### src/hdl/cbds_pkg.sv
// ----------------------------------------------------------------------------
// cbds_pkg
// Shared types and constants for the Collatz block-descent statistics engine.
// ----------------------------------------------------------------------------
package cbds_pkg;

    localparam int START_W     = 48;
    localparam int K_W         = 6;
    localparam int VAL_W       = 64;
    localparam int LIMIT_W     = 16;
    localparam int HALV_W      = 22;
    localparam int RUN_W       = 7;
    localparam int SEARCH_STEPS = $clog2(START_W);
    localparam int STEP_W      = $clog2(SEARCH_STEPS);

    localparam logic [LIMIT_W-1:0] LIMIT_RESET    = 16'd4096;
    localparam logic [VAL_W-1:0]   MAX_BEFORE_OVF = 64'h5555_5555_5555_5554;

    typedef enum logic [1:0] {
        ST_OK       = 2'd0,
        ST_INVALID  = 2'd1,
        ST_OVERFLOW = 2'd2,
        ST_LIMIT    = 2'd3
    } cbds_status_t;

    // one classified start, front to back
    typedef struct packed {
        logic [START_W-1:0] start;
        logic [K_W-1:0]     k;
        logic               invalid;
    } cbds_job_t;

    // queue handshake between the parts
    typedef struct packed {
        logic push;
        logic pop;
    } cbds_qctl_t;

    typedef struct packed {
        logic full;
        logic empty;
    } cbds_qsts_t;

endpackage

### src/hdl/cbds_front.sv
// ----------------------------------------------------------------------------
// cbds_front
// Accepts start values, masks and validates them, and finds the block index
// with a binary search, one bit of the index per cycle.
// ----------------------------------------------------------------------------
module cbds_front #(
    parameter int START_BITS = 48
) (
    input  logic                        clk,
    input  logic                        rst_n,
    input  logic                        in_valid,
    output logic                        in_stall,
    input  logic [cbds_pkg::START_W-1:0] start_value,
    input  cbds_pkg::cbds_qsts_t        q_sts,
    output logic                        q_push,
    output cbds_pkg::cbds_job_t         q_job
);
    import cbds_pkg::*;

    typedef enum logic [2:0] {
        F_IDLE   = 3'b001,
        F_SEARCH = 3'b010,
        F_PUSH   = 3'b100
    } front_state_t;

    front_state_t       state_reg, state_next;
    logic [START_W-1:0] start_reg, start_next;
    logic [START_W-1:0] t_reg, t_next;
    logic [K_W-1:0]     k_reg, k_next;
    logic [STEP_W-1:0]  bit_reg, bit_next;
    logic               inval_reg, inval_next;

    logic [START_W-1:0] masked;
    logic [START_W-1:0] shifted;
    logic [K_W-1:0]     sh_amt;
    logic               accept;

    always_comb
    begin
        for (int i = 0; i < START_W; i++)
        begin
            masked[i] = start_value[i] & (i < START_BITS);
        end
    end

    assign in_stall = (state_reg != F_IDLE);
    assign accept   = in_valid && (state_reg == F_IDLE);
    assign sh_amt   = K_W'(1) << bit_reg;
    assign shifted  = t_reg >> sh_amt;

    always_comb
    begin
        state_next = state_reg;
        start_next = start_reg;
        t_next     = t_reg;
        k_next     = k_reg;
        bit_next   = bit_reg;
        inval_next = inval_reg;
        unique case (state_reg)
            F_IDLE:
            begin
                if (accept)
                begin
                    start_next = masked;
                    t_next     = masked;
                    k_next     = '0;
                    bit_next   = STEP_W'(SEARCH_STEPS - 1);
                    inval_next = !masked[0] || (masked == START_W'(1));
                    state_next = (!masked[0] || (masked == START_W'(1))) ? F_PUSH : F_SEARCH;
                end
            end
            F_SEARCH:
            begin
                if (shifted != '0)
                begin
                    t_next = shifted;
                    k_next = k_reg | sh_amt;
                end
                if (bit_reg == '0)
                begin
                    state_next = F_PUSH;
                end
                else
                begin
                    bit_next = bit_reg - STEP_W'(1);
                end
            end
            F_PUSH:
            begin
                if (!q_sts.full)
                begin
                    state_next = F_IDLE;
                end
            end
            default:
            begin
                state_next = F_IDLE;
            end
        endcase
    end

    always_ff @(posedge clk or negedge rst_n)
    begin
        if (!rst_n)
        begin
            state_reg <= F_IDLE;
        end
        else
        begin
            state_reg <= state_next;
        end
    end

    always_ff @(posedge clk)
    begin
        start_reg <= start_next;
        t_reg     <= t_next;
        k_reg     <= k_next;
        bit_reg   <= bit_next;
        inval_reg <= inval_next;
    end

    assign q_push        = (state_reg == F_PUSH) && !q_sts.full;
    assign q_job.start   = start_reg;
    assign q_job.k       = inval_reg ? '0 : k_reg;
    assign q_job.invalid = inval_reg;

    // a valid start lies in [2^k, 2^(k+1))
    a_k_bracket: assert property (@(posedge clk) disable iff (!rst_n)
        (q_push && !q_job.invalid) |-> ((q_job.start >> q_job.k) == START_W'(1)))
        else $error("block index does not bracket the start");

endmodule

### src/hdl/cbds_fifo.sv
// ----------------------------------------------------------------------------
// cbds_fifo
// Two-entry queue of classified starts between the front and the back.
// ----------------------------------------------------------------------------
module cbds_fifo (
    input  logic                 clk,
    input  logic                 rst_n,
    input  cbds_pkg::cbds_qctl_t ctl,
    input  cbds_pkg::cbds_job_t  wr_job,
    output cbds_pkg::cbds_job_t  rd_job,
    output cbds_pkg::cbds_qsts_t sts
);
    import cbds_pkg::*;

    cbds_job_t   mem_reg [2];
    logic        wr_ptr_reg, wr_ptr_next;
    logic        rd_ptr_reg, rd_ptr_next;
    logic [1:0]  count_reg, count_next;
    logic        do_push, do_pop;

    assign sts.full  = (count_reg == 2'd2);
    assign sts.empty = (count_reg == 2'd0);
    assign do_push   = ctl.push && !sts.full;
    assign do_pop    = ctl.pop && !sts.empty;
    assign rd_job    = mem_reg[rd_ptr_reg];

    always_comb
    begin
        wr_ptr_next = wr_ptr_reg ^ do_push;
        rd_ptr_next = rd_ptr_reg ^ do_pop;
        count_next  = count_reg + 2'(do_push) - 2'(do_pop);
    end

    always_ff @(posedge clk or negedge rst_n)
    begin
        if (!rst_n)
        begin
            wr_ptr_reg <= 1'b0;
            rd_ptr_reg <= 1'b0;
            count_reg  <= 2'd0;
        end
        else
        begin
            wr_ptr_reg <= wr_ptr_next;
            rd_ptr_reg <= rd_ptr_next;
            count_reg  <= count_next;
        end
    end

    always_ff @(posedge clk)
    begin
        if (do_push)
        begin
            mem_reg[wr_ptr_reg] <= wr_job;
        end
    end

    a_count_ptrs: assert property (@(posedge clk) disable iff (!rst_n)
        (count_reg <= 2'd2) && ((count_reg == 2'd1) == (wr_ptr_reg != rd_ptr_reg)))
        else $error("queue count and pointers disagree");

endmodule

### src/hdl/cbds_back.sv
// ----------------------------------------------------------------------------
// cbds_back
// Runs the reduced Collatz iteration for one start: 3n+1, trailing-zero
// count, strip, in the states B_CHECK, B_CTZ and B_SHIFT per odd step. Holds the result register.
// ----------------------------------------------------------------------------
module cbds_back (
    input  logic                          clk,
    input  logic                          rst_n,
    input  logic [cbds_pkg::LIMIT_W-1:0]  limit,
    input  cbds_pkg::cbds_job_t           q_job,
    input  cbds_pkg::cbds_qsts_t          q_sts,
    output logic                          q_pop,
    output logic                          out_valid,
    input  logic                          out_stall,
    output logic [1:0]                    status,
    output logic [cbds_pkg::K_W-1:0]      block_index,
    output logic [cbds_pkg::VAL_W-1:0]    exit_value,
    output logic [cbds_pkg::LIMIT_W-1:0]  odd_step_count,
    output logic [cbds_pkg::HALV_W-1:0]   halving_step_count,
    output logic [cbds_pkg::RUN_W-1:0]    longest_halving_run,
    output logic [cbds_pkg::VAL_W-1:0]    peak_value
);
    import cbds_pkg::*;

    typedef enum logic [4:0] {
        B_IDLE  = 5'b00001,
        B_CHECK = 5'b00010,
        B_CTZ   = 5'b00100,
        B_SHIFT = 5'b01000,
        B_EMIT  = 5'b10000
    } back_state_t;

    back_state_t        state_reg, state_next;
    cbds_status_t       st_reg, st_next;
    logic [K_W-1:0]     k_reg, k_next;
    logic [VAL_W-1:0]   lower_reg, lower_next;
    logic [VAL_W-1:0]   n_reg, n_next;
    logic [VAL_W-1:0]   m_reg, m_next;
    logic [VAL_W-1:0]   peak_reg, peak_next;
    logic [LIMIT_W-1:0] odd_reg, odd_next;
    logic [HALV_W-1:0]  halv_reg, halv_next;
    logic [RUN_W-1:0]   long_reg, long_next;
    logic [RUN_W-1:0]   run_reg, run_next;
    logic               out_valid_reg, out_valid_next;

    logic [VAL_W-1:0]   low_bit;
    logic [RUN_W-1:0]   ctz;
    logic               slot_free;
    logic               emit;

    // isolate lowest set bit, then encode its position
    assign low_bit = m_reg & (~m_reg + VAL_W'(1));
    always_comb
    begin
        ctz = '0;
        for (int i = 0; i < VAL_W; i++)
        begin
            ctz = ctz | (low_bit[i] ? RUN_W'(i) : RUN_W'(0));
        end
    end

    assign slot_free = !out_valid_reg || !out_stall;
    assign emit      = (state_reg == B_EMIT) && slot_free;
    assign q_pop     = (state_reg == B_IDLE) && !q_sts.empty;

    always_comb
    begin
        state_next = state_reg;
        st_next    = st_reg;
        k_next     = k_reg;
        lower_next = lower_reg;
        n_next     = n_reg;
        m_next     = m_reg;
        peak_next  = peak_reg;
        odd_next   = odd_reg;
        halv_next  = halv_reg;
        long_next  = long_reg;
        run_next   = run_reg;
        unique case (state_reg)
            B_IDLE:
            begin
                if (!q_sts.empty)
                begin
                    odd_next  = '0;
                    halv_next = '0;
                    long_next = '0;
                    k_next    = q_job.k;
                    lower_next = VAL_W'(1) << q_job.k;
                    if (q_job.invalid)
                    begin
                        st_next    = ST_INVALID;
                        n_next     = '0;
                        peak_next  = '0;
                        state_next = B_EMIT;
                    end
                    else
                    begin
                        st_next    = ST_OK;
                        n_next     = VAL_W'(q_job.start);
                        peak_next  = VAL_W'(q_job.start);
                        state_next = B_CHECK;
                    end
                end
            end
            B_CHECK:
            begin
                priority if (n_reg < lower_reg)
                begin
                    st_next    = ST_OK;
                    state_next = B_EMIT;
                end
                else if (odd_reg >= limit)
                begin
                    st_next    = ST_LIMIT;
                    state_next = B_EMIT;
                end
                else if (n_reg > MAX_BEFORE_OVF)
                begin
                    st_next    = ST_OVERFLOW;
                    state_next = B_EMIT;
                end
                else
                begin
                    m_next     = n_reg + {n_reg[VAL_W-2:0], 1'b0} + VAL_W'(1);
                    odd_next   = odd_reg + LIMIT_W'(1);
                    state_next = B_CTZ;
                end
            end
            B_CTZ:
            begin
                run_next = ctz;
                if (m_reg > peak_reg)
                begin
                    peak_next = m_reg;
                end
                state_next = B_SHIFT;
            end
            B_SHIFT:
            begin
                n_next    = m_reg >> run_reg;
                halv_next = halv_reg + HALV_W'(run_reg);
                if (run_reg > long_reg)
                begin
                    long_next = run_reg;
                end
                state_next = B_CHECK;
            end
            B_EMIT:
            begin
                if (slot_free)
                begin
                    state_next = B_IDLE;
                end
            end
            default:
            begin
                state_next = B_IDLE;
            end
        endcase
    end

    always_comb
    begin
        out_valid_next = out_valid_reg;
        if (emit)
        begin
            out_valid_next = 1'b1;
        end
        else if (!out_stall)
        begin
            out_valid_next = 1'b0;
        end
    end

    always_ff @(posedge clk or negedge rst_n)
    begin
        if (!rst_n)
        begin
            state_reg     <= B_IDLE;
            out_valid_reg <= 1'b0;
        end
        else
        begin
            state_reg     <= state_next;
            out_valid_reg <= out_valid_next;
        end
    end

    always_ff @(posedge clk)
    begin
        st_reg    <= st_next;
        k_reg     <= k_next;
        lower_reg <= lower_next;
        n_reg     <= n_next;
        m_reg     <= m_next;
        peak_reg  <= peak_next;
        odd_reg   <= odd_next;
        halv_reg  <= halv_next;
        long_reg  <= long_next;
        run_reg   <= run_next;
        if (emit)
        begin
            status              <= st_reg;
            block_index         <= k_reg;
            exit_value          <= n_reg;
            odd_step_count      <= odd_reg;
            halving_step_count  <= halv_reg;
            longest_halving_run <= long_reg;
            peak_value          <= peak_reg;
        end
    end

    assign out_valid = out_valid_reg;

    // the working value is odd between steps; 3n+1 of an odd value is even
    a_n_odd: assert property (@(posedge clk) disable iff (!rst_n)
        (state_reg == B_CHECK) |-> n_reg[0])
        else $error("working value even at step check");

    a_m_even: assert property (@(posedge clk) disable iff (!rst_n)
        (state_reg == B_CTZ) |-> (!m_reg[0] && (m_reg != '0)))
        else $error("3n+1 value odd or zero");

    a_step_bound: assert property (@(posedge clk) disable iff (!rst_n)
        (state_reg == B_CTZ) |-> (odd_reg <= limit))
        else $error("odd steps passed the limit");

endmodule

### src/hdl/collatz_block_descent_stats.sv
// Path of a valid start from transaction accept to result accept: accept, index search,
// queue, load, the B_CHECK/B_CTZ/B_SHIFT states per odd step, final check, emit.
// The front raises in_stall until its current start is pushed into the queue, so it can take
// a new start while the back-end step loop (3n+1, trailing-zero count, strip) runs the last one.
// Reset: rst_n is asynchronous; it empties the queue, idles both parts and sets
// the odd-step limit register limit_reg to 4096.
// ----------------------------------------------------------------------------
// collatz_block_descent_stats
// Top level: config register, classifying front, two-entry queue, step engine.
// ----------------------------------------------------------------------------
module collatz_block_descent_stats #(
    parameter int START_BITS = 48
) (
    input  logic                          clk,
    input  logic                          rst_n,
    input  logic                          cfg_valid,
    output logic                          cfg_ready,
    input  logic [cbds_pkg::LIMIT_W-1:0]  cfg_data,
    input  logic                          in_valid,
    output logic                          in_stall,
    input  logic [cbds_pkg::START_W-1:0]  start_value,
    output logic                          out_valid,
    input  logic                          out_stall,
    output logic [1:0]                    status,
    output logic [cbds_pkg::K_W-1:0]      block_index,
    output logic [cbds_pkg::VAL_W-1:0]    exit_value,
    output logic [cbds_pkg::LIMIT_W-1:0]  odd_step_count,
    output logic [cbds_pkg::HALV_W-1:0]   halving_step_count,
    output logic [cbds_pkg::RUN_W-1:0]    longest_halving_run,
    output logic [cbds_pkg::VAL_W-1:0]    peak_value
);
    import cbds_pkg::*;

    logic [LIMIT_W-1:0] limit_reg, limit_next;
    cbds_qctl_t         q_ctl;
    cbds_qsts_t         q_sts;
    cbds_job_t          wr_job;
    cbds_job_t          rd_job;
    logic               q_push;
    logic               q_pop;

    assign cfg_ready  = 1'b1;
    assign limit_next = (cfg_valid && cfg_ready) ? cfg_data : limit_reg;

    always_ff @(posedge clk or negedge rst_n)
    begin
        if (!rst_n)
        begin
            limit_reg <= LIMIT_RESET;
        end
        else
        begin
            limit_reg <= limit_next;
        end
    end

    assign q_ctl.push = q_push;
    assign q_ctl.pop  = q_pop;

    cbds_front #(
        .START_BITS (START_BITS)
    ) u_front (
        .clk         (clk),
        .rst_n       (rst_n),
        .in_valid    (in_valid),
        .in_stall    (in_stall),
        .start_value (start_value),
        .q_sts       (q_sts),
        .q_push      (q_push),
        .q_job       (wr_job)
    );

    cbds_fifo u_fifo (
        .clk    (clk),
        .rst_n  (rst_n),
        .ctl    (q_ctl),
        .wr_job (wr_job),
        .rd_job (rd_job),
        .sts    (q_sts)
    );

    cbds_back u_back (
        .clk                 (clk),
        .rst_n               (rst_n),
        .limit               (limit_reg),
        .q_job               (rd_job),
        .q_sts               (q_sts),
        .q_pop               (q_pop),
        .out_valid           (out_valid),
        .out_stall           (out_stall),
        .status              (status),
        .block_index         (block_index),
        .exit_value          (exit_value),
        .odd_step_count      (odd_step_count),
        .halving_step_count  (halving_step_count),
        .longest_halving_run (longest_halving_run),
        .peak_value          (peak_value)
    );

endmodule
### config.mk
export PLATFORM = sky130hd
export DESIGN_NAME = collatz_block_descent_stats
export DESIGN_NICKNAME = d
export VERILOG_FILES = /design/src/hdl/cbds_pkg.sv /design/src/hdl/cbds_front.sv /design/src/hdl/cbds_fifo.sv /design/src/hdl/cbds_back.sv /design/src/hdl/collatz_block_descent_stats.sv
export SDC_FILE = /design/constraint.sdc
export NUM_CORES = 2
export LEC_CHECK = 0
export ABC_AREA = 1
export BUFFER_PORTS_ARGS = -buffer_cell sky130_fd_sc_hd__buf_2
export CORE_ASPECT_RATIO = 0.6
export CORE_MARGIN = 2
export CORE_UTILIZATION = 50
export DETAILED_ROUTE_END_ITERATION = 10
export GPL_TIMING_DRIVEN = 0
export PLACE_DENSITY = 0.69
export SLEW_MARGIN = 25
export SYNTH_ARGS = -nofsm -noshare
export SYNTH_HDL_FRONTEND = slang
export SYNTH_SLANG_ARGS = --single-unit
### constraint.sdc
create_clock -name clk -period 26 [get_ports clk]
set_input_delay 3.9 -clock clk [delete_from_list [all_inputs] [get_ports clk]]
set_output_delay 3.9 -clock clk [all_outputs]
set_load 0.01 [all_outputs]
Yosys cells after proc, flatten, opt, wreduce, memory -nomap -nowiden

Memories as Yosys holds them, arrays and structs flattened.
Index checks and enable logic that the tools add are counted.
Widths: inputs -> output; s select.

Register bits after elaboration: 632
Memory bits (writable): 110
Input port bits: 69
Output and inout port bits: 184
Word-level logic and storage cells: 285
Memories kept: 1

Memory list:

| name           | depth | width | read ports | clocked after memory_dff | wr ports | RTL line        | source |
|---|---|---|---|---|---|---|---|
| u_fifo.mem_reg | 2     | 55    | 1          | 0                        | 1        | cbds_fifo.sv:15 | `cbds_job_t mem_reg [2];` |

Add/sub/neg operators: 8
Magnitude comparators: 5
Eq/ne operators: 25
Shift operators: 4
Multiplexer cells: 110
Bitwise operators: 71
Reduce and logical (&&, ||, !) cells: 32

Operators with widths:

| cell                  | count |
|---|---|
| $or 7x7->7            | 62 |
| $pmux 64 s2           | 2 |
| $mux 6                | 35 |
| $mux 48               | 3 |
| $add 64x1->64 const B | 2 |
| $mux 64               | 2 |
| $mux 5                | 22 |
| $pmux 48 s2           | 1 |
| $add 64x64->64        | 1 |
| $and 64x64->64        | 1 |
| $gt 64x63->1 const B  | 1 |
| $gt 64x64->1          | 1 |
| $lt 64x64->1          | 1 |
| $mux 16               | 4 |
| $not 64->64           | 1 |
| $shl 1x6->64 const A  | 1 |
| $shr 64x7->64         | 1 |
| $eq 48x1->1 const B   | 1 |
| $reduce_bool 48->1    | 1 |
| $shr 48x6->48         | 1 |
| $pmux 22 s2           | 1 |
| $mux 4                | 8 |
| $pmux 16 s2           | 1 |
| $mux 3                | 10 |
| other kinds (44)      | 91 |

Logic depth before layout (Yosys ltp)

Word-level depth: 66
Depth in mapped cells: 21
Mapped depth without buffers: 19

Modules after synthesis

A second synthesis with hierarchy kept.

Cell total of the unflattened synthesis: 5274
Area total of the unflattened synthesis: 44980.6 um^2

Modules (own cells, without submodules):

| module                      | times used | cells each | area an instance (um^2) | sequential area each (um^2) |
|---|---|---|---|---|
| cbds_back                   | 1          | 3817       | 32392.3                 | 14985.6 |
| cbds_front                  | 1          | 1068       | 7649.8                  | 3259.4 |
| cbds_fifo                   | 1          | 319        | 4281.6                  | 3403.3 |
| collatz_block_descent_stats | 1          | 70         | 656.9                   | 401.6 |

Worst setup path before layout

OpenSTA, ideal clock, no wires.

Path type: input-to-reg
Start point: input port out_stall
End point: register u_back.block_index[0] (netlist name) (enable)
Setup time: 0.781 ns
Arrival: 12.562 ns
Data required time: 25.219 ns
Setup slack: 12.657 ns
Stages on the path: 1
Path buffers: 0
Cell sequence: a21oi_1

Cells in the longest elaborated chain, start to end: 3

RTL lines:

| element              | RTL line                          | source |
|---|---|---|
| from (decl)          | collatz_block_descent_stats.sv:23 | `input logic out_stall,` |
| $logic_not 1->1      | cbds_back.sv:62                   | `assign slot_free = !out_valid_reg \|\| !out_stall;` |
| $logic_or 1x1->1     | cbds_back.sv:62                   |  |
| $logic_and 1x1->1    | cbds_back.sv:63                   | `assign emit = (state_reg == B_EMIT) && slot_free;` |
| to (signal assigned) | cbds_back.sv:204                  | `block_index <= k_reg;` |
| to (decl)            | cbds_back.sv:16                   | `output logic [cbds_pkg::K_W-1:0] block_index,` |

Every way passes these cells.
A chain may end at the register's enable or synchronous reset.

Worst setup path after layout

Start point: register u_front.state_reg[0]
End point: output port in_stall

Cells in the longest elaborated chain, start to end: 1

RTL lines:

| element                | RTL line                          | source |
|---|---|---|
| from (decl)            | cbds_front.sv:26                  | `front_state_t state_reg, state_next;` |
| from (signal assigned) | cbds_front.sv:110                 | `state_reg <= state_next;` |
| $ne 3x1->1             | cbds_front.sv:46                  | `assign in_stall = (state_reg != F_IDLE);` |
| to (decl)              | collatz_block_descent_stats.sv:20 | `output logic in_stall,` |

Every way passes these cells.

==> out/metrics.yaml <==
cts_root_buf: "clkbuf_16"
clk_latency_ns: 0.67
drv_slew: 0
first_iter_violations: 6262
synth_area_mm2: 0.0440
multiInputGateArea_mm2: 0.0188
fin_cells: 6692
die_w_um: 387
p_sw_frac: 0.473
postCtsSetupBuffers: 0
crit_path_end_kind: "primary output"
cts_made_buffers: 72
worst_pin_slew_ns: 1.12
crit_start: "u_front.state_reg[0]"
fmax_mhz: 173
cpPeakStageDelay_ns: 0.53
grt-ovfl-total: 0
firstDrtPassIters: 6
final_cell_mix: "nand2_1 (1220), edfxtp_1 (710), inv_1 (649), nor2_1 (474), nand3_1 (426)"
regToRegEndpoint: "u_front.t_reg[11]"
wirelength_um: 190000
power_frac_comb: 0.469
ir_worst_vdd_mv: 0.0683
dieArea_mm2: 0.0905
intPower_uw: 3280
cts_resized: 0
critPathCapture: "in_stall"
largest_register_ff_count: 110
coreArea_mm2: 0.0873
hold_viol_final: 0
hpwl_um: 155000
synth_edf_count: 710
outcome: "completed"
cts_tree: "done"
hold_path.class: "flip-flop to flip-flop"
rsz0062_at_grt: "no"
crit_family: "flip-flops"
crit_path_max_fanout: 4
grt_pass1_vias: 36948
area_growth_pct: 13.4
final-setup-viol-count: 0
cp-start-kind: "flip-flop"
synth.distinct_cells: 59
cp.depth: 4
synth_seq_area_share: 0.501
yosysWarnings: 0
final_nets: 5800
synth_top_area_frac: 0.485
grt_use_total: 0.412
async_flop_share: 0.0392
final_common_cell: "nand2_1"
static-leakage-power_uw: 0.0215
start_util: 0.504
synth_area_leaders: "edfxtp_1 (48%), nand2_1 (10%), ha_1 (7.4%)"
drive_gt1_frac: 0.0838
portBuffers: 250
fin_util: 0.571
ios: 253
syn_avg_cell_area_um2: 8.60
seq_area_mm2: 0.0220
syn_inst: 5119
htreeDepth: 3
dr_total_vias: 40871
vias_per_cell: 6.11
critPathKind: "flip-flop to primary output"
setup_tns_ns: 0
cts_hold_buf: 0
fin_crit_ns: 5.77
synth_largest_area_cell: "edfxtp_1"
critical-path-slowest-cell: "dfstp_2"
p_per_area_mw_per_mm2: 125
row_count: 84
path_clk_slew_ns: 0.07
path_cells: "inv_1 > nor3_1 > inv_1 > buf_2"
cap_violations: 0
clock-sinks: 739
crit_buf_inv: 3
clockBufferDepth: 3
antenna_found_initial: 28
crit_required_ns: 22.10
grt_max_degree: 51
placedCellCount: 6555
grt_pass1_wl_um: 264000
power.share.clock: 0.178
place.gp.congestion: 1.06
switching_power_uw: 2940
route.detailed.drc: 0
relSlewSlack: 0.252
die_h_um: 234
critPathMostFrequentCell: "inv_1"
p_seq_frac: 0.353
reg2reg_from: "u_front.bit_reg[0]"
fill_cells: 7694
final.period_utilization: 0.222
rrSetupSlack_ns: 20.30
r2r.worst_path.cells: 20
cp.arrival_ns: 1.87
finalClockSkew_ns: 0.0257
finalWorstSetupSlack_ns: 20.23
wl_per_cell_um: 28.4
synth_nets: 5451
dp_slack_ns: 20.08
ys_ff_latch: 739
ys.flop_type: "edfxtp_1"
drtAntennaViolNets: 0
-- kinds of logic (layout without fill, tap and decap cells) --
kind of cell | Yosys count | in the layout | synth area share
simple gates | 2326 | 2326 | 0.221
buf+inv | 842 | 1249 | 0.0731
compound gates | 814 | 814 | 0.101
flops | 739 | 739 | 0.501
fa+ha+maj | 263 | 263 | 0.0751
xor+xnor | 68 | 68 | 0.0135
mux | 65 | 65 | 0.0148
other cells | 2 | 7 | 0.000171
-- per-layer routing --
metal,vias up,GRT usage,routed length (um)
met2,2967,0.490,65700
met1,19550,0.642,85200
met4,20,0.0740,3450
met5,-,0.0213,381
met3,248,0.215,35300
li1,18086,-,-
-- synth_stat cells, drive strengths merged, types with 2 or more instances --
master  count
a211oi      4
a21boi      7
a21o       11
a21oi     273
a31oi      15
and3        7
buf        46
clkbuf    133
clkinv      5
conb        2
dfrtp      26
dfstp       3
edfxtp    710
fa          2
ha        261
inv       658
mux2i      64
nand2    1226
nand3     426
nand3b      2
nand4      59
nor2      479
nor3       65
nor3b       2
nor4       40
nor4b       2
o211ai     19
o21a       15
o21ai     395
o21bai     13
o221ai     31
o22ai      15
o31ai       8
or2        10
or3         2
or4         4
xnor2       7
xor2       61
-- final cells by class --
cell class | count | area share
flip-flops and latches | 739 | 0.442
multi-input cells | 3538 | 0.378
inverters | 663 | 0.0499
clock buffers | 85 | 0.0380
repair buffers | 275 | 0.0379
well taps | 1161 | 0.0291
plain buffers | 179 | 0.0146
clock inverters | 47 | 0.0104
diodes | 5 | 0.000251
-- worst min path at each step --
stage / startpoint / end / slack [ns] / cells after the start
after floorplan: u_back.k_reg[0] / u_back.block_index[0] / 0.40 / 0
after global placement: u_back.k_reg[1] / u_back.block_index[1] / 0.41 / 0
after detailed placement: u_back.k_reg[1] / u_back.block_index[1] / 0.41 / 0
after CTS: u_back.k_reg[2] / u_back.block_index[2] / 0.42 / 0
after global routing: u_back.k_reg[2] / u_back.block_index[2] / 0.43 / 0
final: u_back.k_reg[1] / u_back.block_index[1] / 0.42 / 0
-- power groups by stage --
stage / clock, uW / sequential (uW) / combinational, uW
final: 1100 / 2200 / 2920
after floorplan: 0 / 2110 / 1560
after global routing: 1150 / 2210 / 3120
after global placement: 0 / 2260 / 2570
after CTS: 1110 / 2170 / 2760
after detailed placement: 0 / 2180 / 2740
-- through the flow --
stage / cell area (um2) / total power, uW / hold slack [ns]
after global routing: 49900 / 6480 / 0.427
after detailed placement: 47400 / 4920 / 0.406
after CTS: 49900 / 6040 / 0.421
final: 49900 / 6220 / 0.423
after global placement: 46700 / 4830 / 0.408
after floorplan: 44000 / 3660 / 0.400
-- worst reg2reg max path, cell delays in order, from the launching register on --
cell and delay [ns]:
edfxtp_1 0.44, inv_1 0.14, ha_1 0.18, buf_4 0.19
inv_1 0.06, nor2_1 0.68, buf_2 0.54, nand2_1 0.13
a21oi_1 0.34, nand2_1 0.12, nand2_1 0.27, nand2_1 0.13
nand3_1 0.30, nand3_1 0.38, nand2_1 0.17, nor2_1 0.06
nand2_1 0.23, nor2_1 0.13, a21oi_4 0.50, buf_16 0.22
buf_16 0.18
Power figures use the tool's default switching activity.
